[src/fppow_pkg.sv]
`default_nettype none
package fppow_pkg;

  localparam logic [63:0] ONE_BITS  = 64'h3FF0_0000_0000_0000;
  localparam logic [63:0] QNAN_BITS = 64'h7FF8_0000_0000_0000;
  localparam logic [63:0] PINF_BITS = 64'h7FF0_0000_0000_0000;

  localparam int MANT_W = 53;
  localparam int PROD_W = 106;
  localparam int EXPI_W = 14;
  localparam int HALF_W = 27;

  typedef struct packed {
    logic                     sign;
    logic signed [EXPI_W-1:0] expo;
    logic [MANT_W-1:0]        mant;
    logic                     is_zero;
    logic                     is_inf;
    logic                     is_nan;
  } fp_unpacked_t;

  // Value is mant * 2^(expo-52); subnormals keep a clear leading bit.
  function automatic fp_unpacked_t unpack(input logic [63:0] b);
    fp_unpacked_t u;
    u.sign    = b[63];
    u.is_zero = (b[62:0] == 63'd0);
    u.is_inf  = (b[62:52] == 11'h7FF) && (b[51:0] == 52'd0);
    u.is_nan  = (b[62:52] == 11'h7FF) && (b[51:0] != 52'd0);
    if (b[62:52] == 11'd0) begin
      u.mant = {1'b0, b[51:0]};
      u.expo = -14'sd1022;
    end else begin
      u.mant = {1'b1, b[51:0]};
      u.expo = $signed({3'b000, b[62:52]}) - 14'sd1023;
    end
    return u;
  endfunction

endpackage
`default_nettype wire

[src/float_power_by_squaring_top.sv]
`default_nettype none
// Raises a binary64 base to a signed integer power by square-and-multiply from the top set
// bit of the exponent magnitude, rounding every step to nearest-even; a negative exponent
// first replaces the base by its rounded reciprocal. One transaction is in flight at a time:
// s_tready is high only while idle. Each floating multiply runs on a single 27x27 multiplier
// taking four partial products, followed by one-bit normalise/denormalise steps and a round.
// Subnormal operands need more normalise steps. The reciprocal uses a restoring divider,
// one quotient bit a cycle. A finished result waits in the output register while the next
// transaction is accepted.
module float_power_by_squaring_top #(
  parameter int EXP_WIDTH = 32
) (
  input  wire logic                                clk,
  input  wire logic                                rst,
  input  wire logic                                s_tvalid,
  output logic                                     s_tready,
  // base_bits [63:0], exponent [64 +: EXP_WIDTH], zero padded
  input  wire logic [((64+EXP_WIDTH+7)/8)*8-1:0]   s_tdata,
  output logic                                     m_tvalid,
  input  wire logic                                m_tready,
  // power_bits [63:0]
  output logic [63:0]                              m_tdata
);

  localparam int IDX_W = $clog2(EXP_WIDTH);
  localparam int E_W   = fppow_pkg::EXPI_W;
  localparam int P_W   = fppow_pkg::PROD_W;
  localparam int H_W   = fppow_pkg::HALF_W;

  localparam logic [3:0] S_IDLE   = 4'd0;
  localparam logic [3:0] S_RNORM  = 4'd1;
  localparam logic [3:0] S_RDIV   = 4'd2;
  localparam logic [3:0] S_SCAN   = 4'd3;
  localparam logic [3:0] S_OPST   = 4'd4;
  localparam logic [3:0] S_MUL    = 4'd5;
  localparam logic [3:0] S_NORM   = 4'd6;
  localparam logic [3:0] S_DENORM = 4'd7;
  localparam logic [3:0] S_ROUND  = 4'd8;
  localparam logic [3:0] S_RET    = 4'd9;
  localparam logic [3:0] S_FIN    = 4'd10;
  localparam logic [3:0] S_DONE   = 4'd11;

  logic [3:0]              state;
  logic [63:0]             base_r, acc_r, res_r, fin_r;
  logic [EXP_WIDTH-1:0]    mag;
  logic [IDX_W-1:0]        bitidx;
  logic                    op_sq, in_recip;
  logic                    sgn;
  logic signed [E_W-1:0]   e;
  logic [P_W-1:0]          m;
  logic [52:0]             a_m, b_m, dv;
  logic [53:0]             rem;
  logic [55:0]             q;
  logic [5:0]              cnt;
  logic [2:0]              mstep;
  logic [2*H_W-1:0]        pp;
  logic [6:0]              pshift;

  logic [EXP_WIDTH-1:0]    raw;
  fppow_pkg::fp_unpacked_t ua, ub, ui;
  logic [63:0]             opb;
  logic [H_W-1:0]          pa, pb;
  logic [53:0]             rem_sub, rem_next;
  logic [55:0]             q_next;
  logic signed [E_W-1:0]   biased, b2;
  logic                    rinc;
  logic [53:0]             rsum;
  logic [52:0]             rmant;
  logic [10:0]             efield;
  logic [63:0]             round_res;

  assign raw      = s_tdata[64 +: EXP_WIDTH];
  assign s_tready = (state == S_IDLE);
  assign opb      = op_sq ? acc_r : base_r;
  assign ua       = fppow_pkg::unpack(acc_r);
  assign ub       = fppow_pkg::unpack(opb);
  assign ui       = fppow_pkg::unpack(s_tdata[63:0]);

  // Partial product operands: low 27 bits and high 26 bits of each mantissa
  always_comb begin
    unique case (mstep)
      3'd0:    begin pa = a_m[26:0];          pb = b_m[26:0];          end
      3'd1:    begin pa = a_m[26:0];          pb = {1'b0, b_m[52:27]}; end
      3'd2:    begin pa = {1'b0, a_m[52:27]}; pb = b_m[26:0];          end
      3'd3:    begin pa = {1'b0, a_m[52:27]}; pb = {1'b0, b_m[52:27]}; end
      default: begin pa = '0;                 pb = '0;                 end
    endcase
  end

  assign rem_sub  = rem - {1'b0, dv};
  assign rem_next = (rem >= {1'b0, dv}) ? {rem_sub[52:0], 1'b0} : {rem[52:0], 1'b0};
  assign q_next   = {q[54:0], (rem >= {1'b0, dv})};

  always_comb begin
    biased    = e + 14'sd1023;
    rinc      = m[52] & ((|m[51:0]) | m[53]);
    rsum      = {1'b0, m[105:53]} + {53'd0, rinc};
    b2        = rsum[53] ? biased + 14'sd1 : biased;
    rmant     = rsum[53] ? rsum[53:1] : rsum[52:0];
    efield    = rmant[52] ? b2[10:0] : 11'd0;
    if (b2 >= 14'sd2047) begin
      round_res = {sgn, fppow_pkg::PINF_BITS[62:0]};
    end else begin
      round_res = {sgn, efield, rmant[51:0]};
    end
  end

  always_ff @(posedge clk) begin
    if (rst) begin
      state    <= S_IDLE;
      m_tvalid <= 1'b0;
    end else begin
      if (m_tvalid && m_tready && (state != S_DONE)) begin
        m_tvalid <= 1'b0;
      end
      unique case (state)
        S_IDLE: begin
          if (s_tvalid) begin
            if (raw == '0) begin
              fin_r <= fppow_pkg::ONE_BITS;
              state <= S_DONE;
            end else if (raw[EXP_WIDTH-1]) begin
              mag      <= ~raw + 1'b1;
              in_recip <= 1'b1;
              sgn      <= ui.sign;
              priority if (ui.is_nan) begin
                res_r <= fppow_pkg::QNAN_BITS;
                state <= S_RET;
              end else if (ui.is_zero) begin
                res_r <= {ui.sign, fppow_pkg::PINF_BITS[62:0]};
                state <= S_RET;
              end else if (ui.is_inf) begin
                res_r <= {ui.sign, 63'd0};
                state <= S_RET;
              end else begin
                dv    <= ui.mant;
                e     <= ui.expo;
                state <= S_RNORM;
              end
            end else begin
              in_recip <= 1'b0;
              mag      <= raw;
              base_r   <= s_tdata[63:0];
              bitidx   <= IDX_W'(EXP_WIDTH-1);
              state    <= S_SCAN;
            end
          end
        end
        S_RNORM: begin
          if (!dv[52]) begin
            dv <= {dv[51:0], 1'b0};
            e  <= e - 14'sd1;
          end else begin
            rem   <= {2'b01, 52'd0};
            q     <= '0;
            cnt   <= '0;
            state <= S_RDIV;
          end
        end
        S_RDIV: begin
          q   <= q_next;
          rem <= rem_next;
          cnt <= cnt + 6'd1;
          if (cnt == 6'd55) begin
            m     <= {q_next, (rem_next != 54'd0), 49'd0};
            e     <= -e;
            state <= S_NORM;
          end
        end
        S_SCAN: begin
          if (mag[bitidx]) begin
            acc_r <= base_r;
            if (bitidx == '0) begin
              state <= S_FIN;
            end else begin
              bitidx <= bitidx - 1'b1;
              op_sq  <= 1'b1;
              state  <= S_OPST;
            end
          end else begin
            bitidx <= bitidx - 1'b1;
          end
        end
        S_OPST: begin
          sgn <= ua.sign ^ ub.sign;
          priority if (ua.is_nan || ub.is_nan || (ua.is_inf && ub.is_zero)
                       || (ua.is_zero && ub.is_inf)) begin
            res_r <= fppow_pkg::QNAN_BITS;
            state <= S_RET;
          end else if (ua.is_inf || ub.is_inf) begin
            res_r <= {ua.sign ^ ub.sign, fppow_pkg::PINF_BITS[62:0]};
            state <= S_RET;
          end else if (ua.is_zero || ub.is_zero) begin
            res_r <= {ua.sign ^ ub.sign, 63'd0};
            state <= S_RET;
          end else begin
            a_m   <= ua.mant;
            b_m   <= ub.mant;
            e     <= ua.expo + ub.expo + 14'sd1;
            m     <= '0;
            mstep <= '0;
            state <= S_MUL;
          end
        end
        S_MUL: begin
          pp    <= pa * pb;
          mstep <= mstep + 3'd1;
          unique case (mstep)
            3'd0, 3'd3: pshift <= (mstep == 3'd0) ? 7'd0 : 7'd54;
            default:    pshift <= 7'd27;
          endcase
          if (mstep != 3'd0) begin
            m <= m + ({52'd0, pp} << pshift);
          end
          if (mstep == 3'd4) begin
            state <= S_NORM;
          end
        end
        S_NORM: begin
          if (!m[105]) begin
            m <= {m[104:0], 1'b0};
            e <= e - 14'sd1;
          end else begin
            state <= S_DENORM;
          end
        end
        S_DENORM: begin
          if (biased < 14'sd1) begin
            if (m[105:1] != '0) begin
              m <= {1'b0, m[105:2], m[1] | m[0]};
              e <= e + 14'sd1;
            end else begin
              e <= -14'sd1022;
            end
          end else begin
            state <= S_ROUND;
          end
        end
        S_ROUND: begin
          res_r <= round_res;
          state <= S_RET;
        end
        S_RET: begin
          if (in_recip) begin
            in_recip <= 1'b0;
            base_r   <= res_r;
            bitidx   <= IDX_W'(EXP_WIDTH-1);
            state    <= S_SCAN;
          end else begin
            acc_r <= res_r;
            if (op_sq && mag[bitidx]) begin
              op_sq <= 1'b0;
              state <= S_OPST;
            end else if (bitidx == '0) begin
              state <= S_FIN;
            end else begin
              bitidx <= bitidx - 1'b1;
              op_sq  <= 1'b1;
              state  <= S_OPST;
            end
          end
        end
        S_FIN: begin
          fin_r <= ((acc_r[62:52] == 11'h7FF) && (acc_r[51:0] != '0))
                   ? fppow_pkg::QNAN_BITS : acc_r;
          state <= S_DONE;
        end
        S_DONE: begin
          if (!m_tvalid || m_tready) begin
            m_tdata  <= fin_r;
            m_tvalid <= 1'b1;
            state    <= S_IDLE;
          end
        end
        default: state <= S_IDLE;
      endcase
    end
  end

  a_busy_after_accept: assert property (@(posedge clk) disable iff (rst)
    s_tvalid && s_tready |=> !s_tready)
    else $error("accepted a transaction while still busy");

  a_nan_canonical: assert property (@(posedge clk) disable iff (rst)
    m_tvalid && (m_tdata[62:52] == 11'h7FF) && (m_tdata[51:0] != '0)
      |-> m_tdata == fppow_pkg::QNAN_BITS)
    else $error("non-canonical NaN on output");

  a_norm_nonzero: assert property (@(posedge clk) disable iff (rst)
    state == S_NORM |-> m != '0)
    else $error("normalising a zero mantissa");

endmodule
`default_nettype wire
[config.mk]
export PLATFORM = sky130hd
export DESIGN_NAME = float_power_by_squaring_top
export DESIGN_NICKNAME = d
export VERILOG_FILES = /design/src/fppow_pkg.sv /design/src/float_power_by_squaring_top.sv
export SDC_FILE = /design/constraint.sdc
export NUM_CORES = 2
export LEC_CHECK = 0
export ABC_AREA = 1
export BUFFER_PORTS_ARGS = -buffer_cell sky130_fd_sc_hd__buf_2
export CORE_MARGIN = 4
export CORE_UTILIZATION = 50
export DETAILED_ROUTE_END_ITERATION = 10
export GPL_TIMING_DRIVEN = 0
export PLACE_DENSITY_LB_ADDON = 0.1
export SYNTH_ARGS = -nofsm -noshare
export SYNTH_HDL_FRONTEND = slang
export SYNTH_SLANG_ARGS = --single-unit
[constraint.sdc]
create_clock -name clk -period 12.5 [get_ports clk]
set_input_delay 2.5 -clock clk [delete_from_list [all_inputs] [get_ports clk]]
set_output_delay 2.5 -clock clk [all_outputs]
set_load 0.02 [all_outputs]
---- After elaboration in Yosys (flattened, before gate mapping) ----
Index checks and enable logic that the tools add are counted.
cells by class
  reduce and logical (&&, ||, !) cells .... 73
  equal/unequal tests ..................... 48
  multipliers ............................. 1
  bitwise operators ....................... 10
  order comparisons ....................... 4
  shift-type cells ........................ 1
  add/sub/neg operators ................... 17
  muxes and demuxes ....................... 123
operators with widths
  cell                               count
  two-way mux 64 bit                 19
  two-way mux 106 bit                8
  case mux 106 bit (5 select lines)  1
  two-way mux 53 bit                 8
  case mux 64 bit (2 select lines)   3
  two-way mux 14 bit                 15
  two-way mux 67 bit                 3
  case mux 64 bit (3 select lines)   1
  logical NOT 63 bit                 3
  logical NOT 52 bit                 3
  nonzero test 52 bit                3
  case mux 55 bit (2 select lines)   1
  two-way mux 54 bit                 2
  case mux 27 bit (2 select lines)   2
  case mux 54 bit (2 select lines)   1
  adder 106 bit                      1
  case mux 53 bit (2 select lines)   1
  left shift 54 x 7 -> 106 bit       1
  nonzero test 105 bit               1
  case mux 14 bit (6 select lines)   1
  two-way mux 4 bit                  19
  two-way mux 63 bit                 1
  two-way mux 55 bit                 1
  adder 53 x 1 -> 54 bit             1
  72 further kinds                   177
storage, ports and cells
  word-level logic and storage cells ...... 303
  bits of input ports ..................... 100
  register bits ........................... 823
  output and inout bits ................... 66

---- Depth between registers and ports, before layout ----
  depth after elaboration ................. 9
  gate-level depth with buffers ........... 37
  mapped depth without buffers ............ 35

---- Least setup slack after synthesis ----
No wires, ideal clock.
  path type ............................... in2reg
  from .................................... input rst
  to ...................................... register m_tdata[0], enable pin
  setup time .............................. 0.645 ns
  buffers on the path ..................... 0
  path slack .............................. 3.118 ns
  arrival time ............................ 8.737 ns
  required time ........................... 11.855 ns
  stages .................................. 1
  cell sequence ........................... nor4_1
on the way
  cells in the longest elaborated chain, start to end .. 2
ends and longest elaborated chain
  element                               line                                text
  start, declared                       float_power_by_squaring_top.sv:14   input wire logic rst,
  inverter 1 bit (no source line)       n/a
  AND reduction 3 bit (no source line)  n/a
  end signal, assigned                  float_power_by_squaring_top.sv:270  m_tdata <= fin_r;
  end, declared                         float_power_by_squaring_top.sv:22   output logic [63:0] m_tdata
Every way passes these cells.
A chain may end at the register's enable or synchronous reset.

---- Worst setup path in the final report ----
  from .................................... register mstep[0]
  to ...................................... register pp[41], data pin
on the way
  cells in the longest elaborated chain, start to end .. 4
  elaborated cells on any way between the ends .. 11
  classes of those cells .................. 1 x mul; 3 x eq/ne; 2 x mux; 5 x reduce/logical
ends and longest elaborated chain
  element                                         line                                text
  start, declared                                 float_power_by_squaring_top.sv:55   logic [2:0] mstep;
  start signal, assigned                          float_power_by_squaring_top.sv:207  mstep <= mstep + 3'd1;
  == test 3 x 2 -> 1 bit (tied with other cells)  float_power_by_squaring_top.sv:81   unique case (mstep)
  OR reduction 2 bit (no source line)             n/a
  case mux 27 bit (2 select lines)                float_power_by_squaring_top.sv:81
  multiplier 27 x 27 -> 54 bit (*)                float_power_by_squaring_top.sv:206  pp <= pa * pb;
  end signal, assigned                            float_power_by_squaring_top.sv:206
  end, declared                                   float_power_by_squaring_top.sv:56   logic [2*H_W-1:0] pp;
Every way passes the cells marked *; elsewhere a longest branch is shown, timed or not.

==> metrics.cfg <==
[clock_network]
cts_buffers = 92
cts-hold-fix-buffers = 0
clock-sinks = 818
post_cts_buffers = 0
cts_tree = yes
postCtsResizedCells = 0
insertion_delay_ns = 0.76
path_clk_slew_ns = 0.06
htreeDepth = 3
cts_root_buffer = clkbuf_16
cts_max_path_buffers = 3

[die]
die_y_um = 406.2
die_area_sq_um = 165000
die_w_um = 406.2
core_area_sq_um = 156900
start_util = 0.5052
io_pins = 166
rows = 145

[timing]
final-hold-violation-count = 0
fin_hold_ws_ns = 0.4145
maxSlewHeadroom = 0.02359
max_freq_ghz = 0.09032
finalClockSkew_ns = 0.07309
slew_violations = 0
fin_crit_sh = 0.8857
rsz0062_at_grt = no
tightest_slew_ns = 1.465
setup_violations = 0
period_needed_ns = 11.07

[finish]
fillers = 15150
multiInputGateArea_sq_um = 45800
regArea_sq_um = 24510
areaGrowthSynthToFinish_pct = 9.253
drive_gt1_frac = 0.04585
stdcell_area_sq_um = 86610
nNetsFinal = 11720

[grt]
antenna_found_initial = 11
grt.overflow.total = 0
grt_pass1_wl_mm = 468.0
grt_usage = 0.3866
grt_max_degree = 37
grt_pass1_vias = 71430

[yosys]
synth_nets = 11410
synth_top_family_by_area = simple AND/OR/NAND/NOR gates
syn_area_sq_um = 79280
yosysWarningCount = 0
synthAdderAreaFrac = 0.2185
async_flop_share = 0
ys_types = 61
synthXorXnorAreaFrac = 0.02099
yosys.area_share.simple = 0.2192
yosysMostFrequentCell = nand2_1
synth_ff_type = edfxtp_1
synth.top_cells.by_area = edfxtp_1 (31%), fa_1 (16%), nand2_1 (11%), inv_1 (9.7%), ha_1 (6.0%)
yosys.area.top_type = edfxtp_1
yosysTopAreaCellShare = 0.3079
synth_compound_area_frac = 0.1121
yosysSeqAreaShare = 0.3092
syn_avg_cell_area_sq_um = 7.692
syn_inst = 10310
synthMuxAreaShare = 0.005555
synth_edf_count = 813
synth_seq_cells = 818
synth_commonest_cells = nand2_1 (2,337), inv_1 (2,045), nor2_1 (1,206)

[worst_setup_path]
worstSetupStartpointType = register
regToRegSetupSlack_ns = 1.43
r2r-start = mstep[0]$_SDFFCE_PN0P_
cpMostUsedCell = inv_1
cp_max_fo = 10
crit_path_end_kind = register
worstSetupStartpoint = mstep[0]$_SDFFCE_PN0P_
worstPathArrival_ns = 11.52
worst-setup-path-type = reg2reg
crit_end = pp[41]$_DFFE_PP_
worstPathRequired_ns = 12.95
ff2ff_path_depth = 31
cp_slowest_stage_delay_ns = 0.92
critical_path.slowest_cell = a21oi_1
r2r-end = pp[41]$_DFFE_PP_

[pwr]
power_uw = 18260
seqPwrFrac = 0.229
p_per_area_nw_per_um2 = 210.8
power_frac_clock = 0.158
leakagePower_uw = 0.03971
net-switching-power_uw = 9391
p_int_uw = 8869
combinationalPowerShare = 0.613
ir_drop_mv = 0.2154
p_sw_frac = 0.5143

[drt]
wl_met3_mm = 36.10
wl_met1_mm = 129.7
drt_iter0_drc = 9134
wl_met2_mm = 137.6
routed_wl_mm = 321.2
avgRoutedWirePerCell_um = 25.19
top_layer = met5
drc = 0
drt_pass1_iterations = 8
via_per_inst = 5.779
drtAntennaViolNets = 0
vias = 73710

[place]
dpl_cell_area_sq_um = 83410
gp_congestion = 1.068
dp.final_hpwl_mm = 267.4
portBuffers = 165

[flow_run]
cap_viol_max_count = 0

[outcome]
status = completed

[worst_hold_path]
hp-class = reg2reg

## power groups by stage
stage | registers [uW] | logic, uW | clock network, uW
5_1_grt | 4200 | 12300 | 3000
4_1_cts | 4160 | 11000 | 2900
3_3_place_gp | 4350 | 10700 | 0
3_5_place_dp | 4220 | 10800 | 0
6_report | 4180 | 11200 | 2880
2_1_floorplan | 4150 | 6940 | 0
## layer usage
layer	global-route usage	vias up
met5	0	-
met4	0.1723	12
met3	0.09163	802
met2	0.5830	4111
met1	0.5312	35240
li1	-	33550
## kinds of logic (layout without fill, tap and decap cells)
logic type | after synthesis | in the layout
buffers and inverters | 2401 | 2783
DFF | 818 | 818
muxes | 44 | 44
xor gates and xnor gates | 190 | 190
and+or+nand+nor | 4255 | 4255
AOI/OAI and AO/OA | 1590 | 1590
adders and majority gates | 1008 | 1008
other | 0 | 8
## per-stage QoR
stage	worst slack, ns	util	instances	TNS, ns
finish	1.429	0.5519	12750	0
global route	1.009	0.5518	12750	0
floorplan	3.118	-	10310	0
detailed placement	1.773	0.5315	12580	0
CTS	1.673	0.5517	12750	0
global placement	-0.2776	0.5268	12530	-30.21
## registers in the layout (all words and copies together) (netlist names), 4 cells and up
register and cells:
bitidx 5, dv 53, base_r 64, cnt 6
m 106, m_tdata 64, pp 54, res_r 64
e 14, state 4, b_m 53, rem 53
acc_r 64, a_m 53, mag 32, fin_r 64
q 55
## worst max-delay path: cells and delay by family, from the launching register on
kind	cells	cell delay [ns]
buf+inv	8	1.72
compound gates	8	3.28
flops	1	0.45
simple gates	5	1.15
fa+ha+maj	10	4.17
## cell usage in the layout, fill, tap and decap left out, types with 44 or more instances in the layout
cell type  count
inv_1       2044
xor2_1       148
buf_2        183
ha_1         381
nand4_1      133
edfxtp_1     813
o21ai_0      659
nand2_1     2337
a31oi_1       56
buf_1         46
clkbuf_1     270
mux2i_1       44
nor3_1       116
a21oi_1      505
fa_1         627
nand3_1      276
o221ai_1      52
clkbuf_16     92
nor2_1      1200
nor4_1        83
o22ai_1      147
## how the worst min path moves through the flow
stage / slack, ns / startpoint / cells after the start / end
final: 0.41 / fin_r[60]$_SDFFCE_PP1P_ / 0 / m_tdata[60]$_DFFE_PP_
after global placement: 0.40 / fin_r[0]$_SDFFCE_PP0P_ / 0 / m_tdata[0]$_DFFE_PP_
after floorplan: 0.40 / fin_r[0]$_SDFFCE_PP0P_ / 0 / m_tdata[0]$_DFFE_PP_
after detailed placement: 0.40 / fin_r[12]$_SDFFCE_PP0P_ / 0 / m_tdata[12]$_DFFE_PP_
after CTS: 0.41 / fin_r[57]$_SDFFCE_PP1P_ / 0 / m_tdata[57]$_DFFE_PP_
after global routing: 0.41 / fin_r[60]$_SDFFCE_PP1P_ / 0 / m_tdata[60]$_DFFE_PP_
## final cells by class
cell class	instances	share of cell area
Clock buffer	110	0.02771
Inverter	2072	0.08979
Tap cell	2058	0.02973
Antenna cell	8	0.0002311
Multi-Input combinational cell	7087	0.5287
Sequential cell	818	0.2830
Buffer	329	0.01505
Timing Repair Buffer	212	0.01684
Clock inverter	60	0.008884
Note: power is estimated with default switching activity, not from simulation.
